===== config.mk =====
export PLATFORM = sky130hd
export DESIGN_NAME = josephus_last_survivor
export DESIGN_NICKNAME = d
export VERILOG_FILES = /design/src/hw/rtl/jls_pkg.sv /design/src/hw/rtl/jls_cell.sv /design/src/hw/rtl/jls_chain.sv /design/src/hw/rtl/josephus_last_survivor.sv
export SDC_FILE = /design/constraint.sdc
export NUM_CORES = 2
export LEC_CHECK = 0
export ABC_AREA = 1
export CORE_MARGIN = 2
export CORE_UTILIZATION = 63
export DETAILED_ROUTE_END_ITERATION = 8
export DONT_BUFFER_PORTS = 1
export PLACE_DENSITY = 0.79
export SLEW_MARGIN = 20
export SYNTH_ARGS = -nofsm -noshare
export SYNTH_HDL_FRONTEND = slang
export SYNTH_SLANG_ARGS = --single-unit

===== constraint.sdc =====
create_clock -name clk -period 3.5 [get_ports clk]
set_input_delay 0.35 -clock clk [delete_from_list [all_inputs] [get_ports clk]]
set_output_delay 0.35 -clock clk [all_outputs]
set_load 0.03 [all_outputs]

===== src/hw/rtl/jls_pkg.sv =====
`timescale 1ns / 1ps
`default_nettype none
// ----------------------------------------------------------------------------
// jls_pkg: shared types for the josephus ring
// Sequencer states and the control group driven into the cell chain.
// ----------------------------------------------------------------------------
package jls_pkg;

	typedef enum logic [2:0] {
		ST_IDLE,
		ST_LOAD,
		ST_RUN,
		ST_FIND,
		ST_DONE
	} jls_state_t;

	typedef struct packed {
		logic load;   // initialize every cell from the job
		logic shift;  // rotate the ring by one position
		logic kill;   // head cell leaves the ring on this rotation
	} jls_ctrl_t;

endpackage
`default_nettype wire


===== src/hw/rtl/jls_cell.sv =====
`timescale 1ns / 1ps
`default_nettype none
// ----------------------------------------------------------------------------
// jls_cell: one ring position
// Holds an alive flag and a person number and takes its neighbor's on shift.
// ----------------------------------------------------------------------------
module jls_cell
	import jls_pkg::*;
#(
	parameter int ID_W = 8
) (
	input  wire logic            clk,
	input  wire logic            arst_n,
	input  wire jls_ctrl_t       ctrl,
	input  wire logic            load_alive,
	input  wire logic [ID_W-1:0] load_id,
	input  wire logic            nxt_alive,
	input  wire logic [ID_W-1:0] nxt_id,
	output logic                 alive_q,
	output logic [ID_W-1:0]      id_q
);

	always_ff @(posedge clk or negedge arst_n) begin
		if (!arst_n) begin
			alive_q <= 1'b1;
		end else if (ctrl.load) begin
			alive_q <= load_alive;
		end else if (ctrl.shift) begin
			alive_q <= nxt_alive;
		end
	end

	always_ff @(posedge clk) begin
		if (ctrl.load) begin
			id_q <= load_id;
		end else if (ctrl.shift) begin
			id_q <= nxt_id;
		end
	end

endmodule
`default_nettype wire


===== src/hw/rtl/jls_chain.sv =====
`timescale 1ns / 1ps
`default_nettype none
// ----------------------------------------------------------------------------
// jls_chain: ring of cells
// Cell 0 is the head; on shift each cell takes the next one's contents and
// the last cell takes the head, with its alive flag cleared on a kill.
// ----------------------------------------------------------------------------
module jls_chain
	import jls_pkg::*;
#(
	parameter int NUM  = 128,
	parameter int ID_W = 8
) (
	input  wire logic            clk,
	input  wire logic            arst_n,
	input  wire jls_ctrl_t       ctrl,
	input  wire logic [7:0]      people_n,
	output logic                 head_alive,
	output logic [ID_W-1:0]      head_id
);

	localparam int CMP_W = ((ID_W > 8) ? ID_W : 8) + 1;

	logic [NUM-1:0]  alive;
	logic [ID_W-1:0] id [NUM];

	for (genvar i = 0; i < NUM; i++) begin : g_cell
		logic            nxt_alive;
		logic [ID_W-1:0] nxt_id;
		logic            ld_alive;

		if (i == NUM - 1) begin : g_tail
			assign nxt_alive = alive[0] & ~ctrl.kill;
			assign nxt_id    = id[0];
		end else begin : g_mid
			assign nxt_alive = alive[i+1];
			assign nxt_id    = id[i+1];
		end

		assign ld_alive = (CMP_W'(i) < CMP_W'(people_n));

		jls_cell #(
			.ID_W(ID_W)
		) u_cell (
			.clk       (clk),
			.arst_n    (arst_n),
			.ctrl      (ctrl),
			.load_alive(ld_alive),
			.load_id   (ID_W'(i + 1)),
			.nxt_alive (nxt_alive),
			.nxt_id    (nxt_id),
			.alive_q   (alive[i]),
			.id_q      (id[i])
		);
	end

	assign head_alive = alive[0];
	assign head_id    = id[0];

endmodule
`default_nettype wire


===== src/hw/rtl/josephus_last_survivor.sv =====
`timescale 1ns / 1ps
`default_nettype none
// ----------------------------------------------------------------------------
// josephus_last_survivor: last survivor of a counting-out ring
// A chain of MAX_PEOPLE cells rotates one ring position per cycle past the
// head cell, where live people are counted and every step-th one removed.
// ----------------------------------------------------------------------------
// sequence: accept, load, a visit to each ring position in turn over full
//   rotations of MAX_PEOPLE cells (about step*(n-1) live visits plus dead
//   positions), leaving the run, the rotation to the survivor and its
//   capture, then the output register; a rejected job goes straight to it.
// throughput: one job at a time, set by the single-position rotation per cycle
// reset: all cells alive, sequencer idle, no result pending
module josephus_last_survivor
	import jls_pkg::*;
#(
	parameter int MAX_PEOPLE = 128
) (
	input  wire logic       clk,
	input  wire logic       arst_n,
	input  wire logic       in_valid,
	output logic            in_stall,
	input  wire logic [7:0] people_count,
	input  wire logic [7:0] step,
	output logic            out_valid,
	input  wire logic       out_stall,
	output logic [7:0]      survivor,
	output logic            input_error
);

	localparam int ID_W  = $clog2(MAX_PEOPLE + 1);
	localparam int CMP_W = ((ID_W > 8) ? ID_W : 8) + 1;

	jls_state_t      state_q, state_d;
	jls_ctrl_t       ctrl;
	logic [7:0]      n_q;
	logic [7:0]      m_q;
	logic [7:0]      cnt_q;
	logic [ID_W-1:0] removed_q;
	logic            err_q;
	logic [ID_W-1:0] surv_q;
	logic            out_valid_q;
	logic [7:0]      survivor_q;
	logic            input_error_q;
	logic            head_alive;
	logic [ID_W-1:0] head_id;
	logic            in_acc;
	logic            bad_job;
	logic            ring_done;
	logic            hit;
	logic            out_free;

	assign in_acc    = in_valid && !in_stall;
	assign bad_job   = (people_count == 8'd0) || (step == 8'd0) ||
		(CMP_W'(people_count) > CMP_W'(MAX_PEOPLE));
	assign ring_done = (CMP_W'(removed_q) + CMP_W'(1)) >= CMP_W'(n_q);
	assign hit       = (9'(cnt_q) + 9'd1) == 9'(m_q);
	assign out_free  = !out_valid_q || !out_stall;

	jls_chain #(
		.NUM (MAX_PEOPLE),
		.ID_W(ID_W)
	) u_chain (
		.clk       (clk),
		.arst_n    (arst_n),
		.ctrl      (ctrl),
		.people_n  (n_q),
		.head_alive(head_alive),
		.head_id   (head_id)
	);

	always_ff @(posedge clk or negedge arst_n) begin
		if (!arst_n) begin
			state_q <= ST_IDLE;
		end else begin
			state_q <= state_d;
		end
	end

	always_comb begin
		state_d    = state_q;
		ctrl       = '0;
		in_stall   = 1'b1;
		case (state_q)
			ST_IDLE: begin
				in_stall = 1'b0;
				if (in_valid) begin
					state_d = bad_job ? ST_DONE : ST_LOAD;
				end
			end
			ST_LOAD: begin
				ctrl.load = 1'b1;
				state_d   = ST_RUN;
			end
			ST_RUN: begin
				if (ring_done) begin
					state_d = ST_FIND;
				end else begin
					ctrl.shift = 1'b1;
					ctrl.kill  = head_alive && hit;
				end
			end
			ST_FIND: begin
				// only one cell is still alive: rotate until it reaches the head
				if (head_alive) begin
					state_d = ST_DONE;
				end else begin
					ctrl.shift = 1'b1;
				end
			end
			ST_DONE: begin
				if (out_free) begin
					state_d = ST_IDLE;
				end
			end
			default: begin
				state_d = ST_IDLE;
			end
		endcase
	end

	always_ff @(posedge clk or negedge arst_n) begin
		if (!arst_n) begin
			cnt_q     <= '0;
			removed_q <= '0;
		end else if (ctrl.load) begin
			cnt_q     <= '0;
			removed_q <= '0;
		end else if (ctrl.shift && state_q == ST_RUN && head_alive) begin
			if (hit) begin
				cnt_q     <= '0;
				removed_q <= removed_q + ID_W'(1);
			end else begin
				cnt_q <= cnt_q + 8'd1;
			end
		end
	end

	always_ff @(posedge clk) begin
		if (in_acc) begin
			n_q   <= people_count;
			m_q   <= step;
			err_q <= bad_job;
		end
		if (state_q == ST_FIND && head_alive) begin
			surv_q <= head_id;
		end
	end

	always_ff @(posedge clk or negedge arst_n) begin
		if (!arst_n) begin
			out_valid_q <= 1'b0;
		end else if (state_q == ST_DONE && out_free) begin
			out_valid_q <= 1'b1;
		end else if (!out_stall) begin
			out_valid_q <= 1'b0;
		end
	end

	always_ff @(posedge clk) begin
		if (state_q == ST_DONE && out_free) begin
			survivor_q    <= err_q ? 8'd0 : 8'(surv_q);
			input_error_q <= err_q;
		end
	end

	assign out_valid   = out_valid_q;
	assign survivor    = survivor_q;
	assign input_error = input_error_q;

endmodule
`default_nettype wire


==> results by stage <==
Global routing:
- The via count of the first global-routing pass is 31100.
- Entering global routing, the biggest net connects 268 pins.
- The initial antenna violation count is 0.
- The global-route wire length before repair is 145000 um.
- The total congestion overflow after global routing is 0.
- The global router's overall resource usage is 22.6%.

Yosys:
- The number of standard cells after synthesis is 5575.
- The synthesized design spends more area on one cell type than any other, namely dfxtp_1.
- Dividing the synthesized area by the synthesized cell count gives 7.99 um2.
- When the netlist entered floorplanning its net count stood at 5605.
- The cell area that synthesis handed to floorplanning was 44500 um2.
- The primary flip-flop cell chosen by synthesis mapping is dfxtp_1.
- Yosys attributes the largest share of cell area to dfxtp_1 46%, nand2_1 11%, nor2_1 10%, o21ai_0 7.9%, dfstp_2 7.6%.
- The fraction of synthesized cell area taken by the top area cell type is 46.0%.
- The number of flops mapped to enable cells by yosys is 34.
- The synthesis-stage register bit count is 1206.
- Of all flip-flops after synthesis, the portion carrying an async set or reset was 12.3%.
- Yosys printed 0 warnings.
- The register area share after synthesis is 57.0%.
- In this run, distinct cell masters in the synthesized netlist total 36.

Placement:
- The weighted congestion at the end of routability-driven global placement is 0.851.
- After legalization and detailed placement, the total HPWL measured 45900 um.
- The placed standard-cell area is 45000 um2.
- The count of input and output buffers is 0.

Layout:
- The number of antenna cells inserted is 0.
- The top cell types in the final layout, fill and taps aside, are 1296 x nand2_1, 1217 x nor2_1, 1024 x dfxtp_1.
- The count of nets after finishing is 5463.
- The fraction of layout cells with a size suffix above 1 is 8.35%.
- Leaving out fill and tap cells, the most frequent cell in the layout is nand2_1.
- The finished cells cover 49300 um2.
- Relative to the synthesized area, the layout overhead comes to 10.8%.

Drt:
- The mean routed wirelength per cell is 12.9 um.
- The total DRC errors in the routed layout is 0.
- The final routed wirelength across all metal layers is 83300 um.
- The count of antenna-violating nets left after detailed routing is 0.
- The total number of vias is 34100.
- The first TritonRoute pass finished after 7 iterations.
- After detailed routing, the number of vias per cell comes to 5.26.
- The number of DRC markers in iteration 0 is 3044.

Clock tree:
- The maximum root-to-sink buffer count is 3.
- The cell at the root of the clock tree is clkbuf_16.
- After clock tree synthesis, the clock-pin slew on the worst setup and hold paths is 60 ps.
- The total clock buffers created by CTS is 116.
- The clock reaches the later pin of the worst-skew pair after 680 ps.
- The clock tree synthesis step divided the H-tree into 3 levels.
- TritonCTS built the clock tree.
- The total number of clock tree sinks is 1206.

Timing:
- The number of endpoints with negative hold slack in the final report is 0.
- The clock arrives with 28.8 ps of skew.
- The count of endpoints failing setup in the final report is 0.
- After layout, the worst path uses 91.2% of the clock period.
- The count of pins over their slew limit was 0.
- Based on the critical path, the design can be clocked at up to 0.313 GHz.
- The final critical delay including setup and external delays is 3190 ps.
- Setup repair after global routing could not meet its margin everywhere.
- At the pin with the least slew margin, the transition time is 1160 ps.
- Headroom to the max-slew limit came out at 22.6%.

Pwr:
- The leakage component of the power is 21.8 nW.
- The total net switching power is 5.34 mW.
- Across the VDD grid, the largest voltage drop is 510 uV.
- The power share of the combinational group is 0.2%.
- The overall power is 27.0 mW.
- Registers are responsible for 51.1% of the overall power.
- The cell-internal power is 21.7 mW.
- The switching part of the total power is 19.8%.
- The power share of the clock group is 48.6%.
- The power per cell area is 547 nW/um2.

Setup path:
- The worst setup path is captured at a flip-flop.
- STA classifies the critical path startpoint as a flip-flop.
- The maximum fanout along the worst path is 26.
- The worst setup path is of the flip-flop to flip-flop kind.
- The required time at the endpoint of the critical path is 4100 ps.
- The worst endpoint data arrival time is 3790 ps.

Floorplan:
- The horizontal die dimension is 270 um.
- The floorplan row count is 97.
- 31 I/O pins were placed.
- The chip height is 270 um.
- The area enclosed by the die boundary is 72800 um2.
- The effective utilization at floorplan is 63.6%.
- The core region area is 70000 um2.

Worst hold path:
- The min-delay analysis places its worst path in the category input pin to flip-flop.

Flow run:
- The number of maximum-capacitance constraint violations is 0.

Status:
- The run finished with clean final reports.
critical path: stages (launching register included):
cell	delay, ps
dfrtp_1	400
ha_1	200
nand2_1	70
nor2_2	160
nand3_1	110
xor2_1	150
inv_1	80
ha_1	310
a21o_1	180
nand3_1	80
nand2_1	50
nor2_1	120
nand4_2	170
nand2_8	190
buf_4	240
buf_4	300
o21ai_0	120
nor2_1	140
worst paths after layout:
kind / start / end / slack (ps) / cells after the start
max: removed_q[0] / u_chain.g_cell[80].u_cell.id_q[7] / 310 / 17
min: people_count[7] / err_q / 20 / 2
max reg2reg: removed_q[0] / u_chain.g_cell[80].u_cell.id_q[7] / 310 / 17
min reg2reg: u_chain.g_cell[56].u_cell.id_q[4] / u_chain.g_cell[55].u_cell.id_q[4] / 450 / 2
max in group asynchronous: arst_n / removed_q[4] / 2580 / 2
min in group asynchronous: arst_n / removed_q[3] / 290 / 2
routing by layer:
| metal | track usage, % | up-vias | share of wire, % |
|---|---|---|---|
| li1 | - | 17600 | - |
| met1 | 31.8 | 15800 | 48 |
| met2 | 36.3 | 520 | 46 |
| met3 | 3.54 | 154 | 3.6 |
| met4 | 6.48 | 0 | 2.2 |
| met5 | 0 | - | 0 |
area by class of cell:
| class | instances | area (um2) |
|---|---|---|
| inverters | 85 | 327 |
| repair buffers | 138 | 1710 |
| flip-flops and latches | 1206 | 25400 |
| clock inverters | 53 | 687 |
| well taps | 940 | 1180 |
| clock buffers | 166 | 3450 |
| multi-input cells | 3886 | 16600 |
| fillers | 5408 | 20700 |
power by group through the flow:
stage | logic (mW) | registers [mW] | clock network, mW
final | 0.0568 | 13.8 | 13.1
after global placement | 0.00421 | 14.1 | 0
after detailed placement | 0.00431 | 14.1 | 0
after global routing | 0.0649 | 13.8 | 13.9
after floorplan | 0.00296 | 14.1 | 0
after CTS | 0.0592 | 13.8 | 13.4
synthesized netlist by cell type (all sizes together), types with 4 or more instances:
cell,n
a21oi,100
inv,82
nand4,8
nand3,482
clkbuf,153
dfstp,128
o21ai,705
nor2,1223
xor2,7
a211oi,5
a221oi,24
dfxtp,1024
buf,245
nor3,7
dfrtp,20
ha,10
nand2,1298
a22oi,4
edfxtp,34
stage by stage:
stage                     instances  util [%]  hold WS [ps]  setup TNS [ps]  worst slack [ps]
after global routing           6474      70.5          20.9           -10.2             -4.68
after detailed placement       6235      64.2          59.4               0               326
after CTS                      6474      70.4          4.10               0               292
final                          6474      70.5          17.9               0               308
after floorplan                5575         -          54.4               0               759
after global placement         6235      64.2          58.6               0               420
sequential cells by signal (all words and copies together) (netlist names):
signal                         flops
state_q                            3
m_q                                8
u_chain.g_cell.u_cell.alive_q    128
err_q                              1
cnt_q                              8
input_error                        1
removed_q                          8
u_chain.g_cell.u_cell.id_q      1024
surv_q                             8
out_valid                          1
survivor                           8
n_q                                8
cells by family after synthesis:
| family | share of synthesized area (%) |
|---|---|
| compound gates | 9.76 |
| xor+xnor | 0.197 |
| fa+ha+maj | 0.281 |
| buf+inv | 5.74 |
| flops | 57.0 |
| simple gates | 27.0 |
what timing repair did:
action,4_1_cts,5_1_grt
setup endpoints to repair,0,19
hold buffers,20,0
setup buffers,0,0
gates resized for setup,0,5
endpoints found under the hold margin,166,0
No activity file was read; power rests on OpenSTA's default activity.
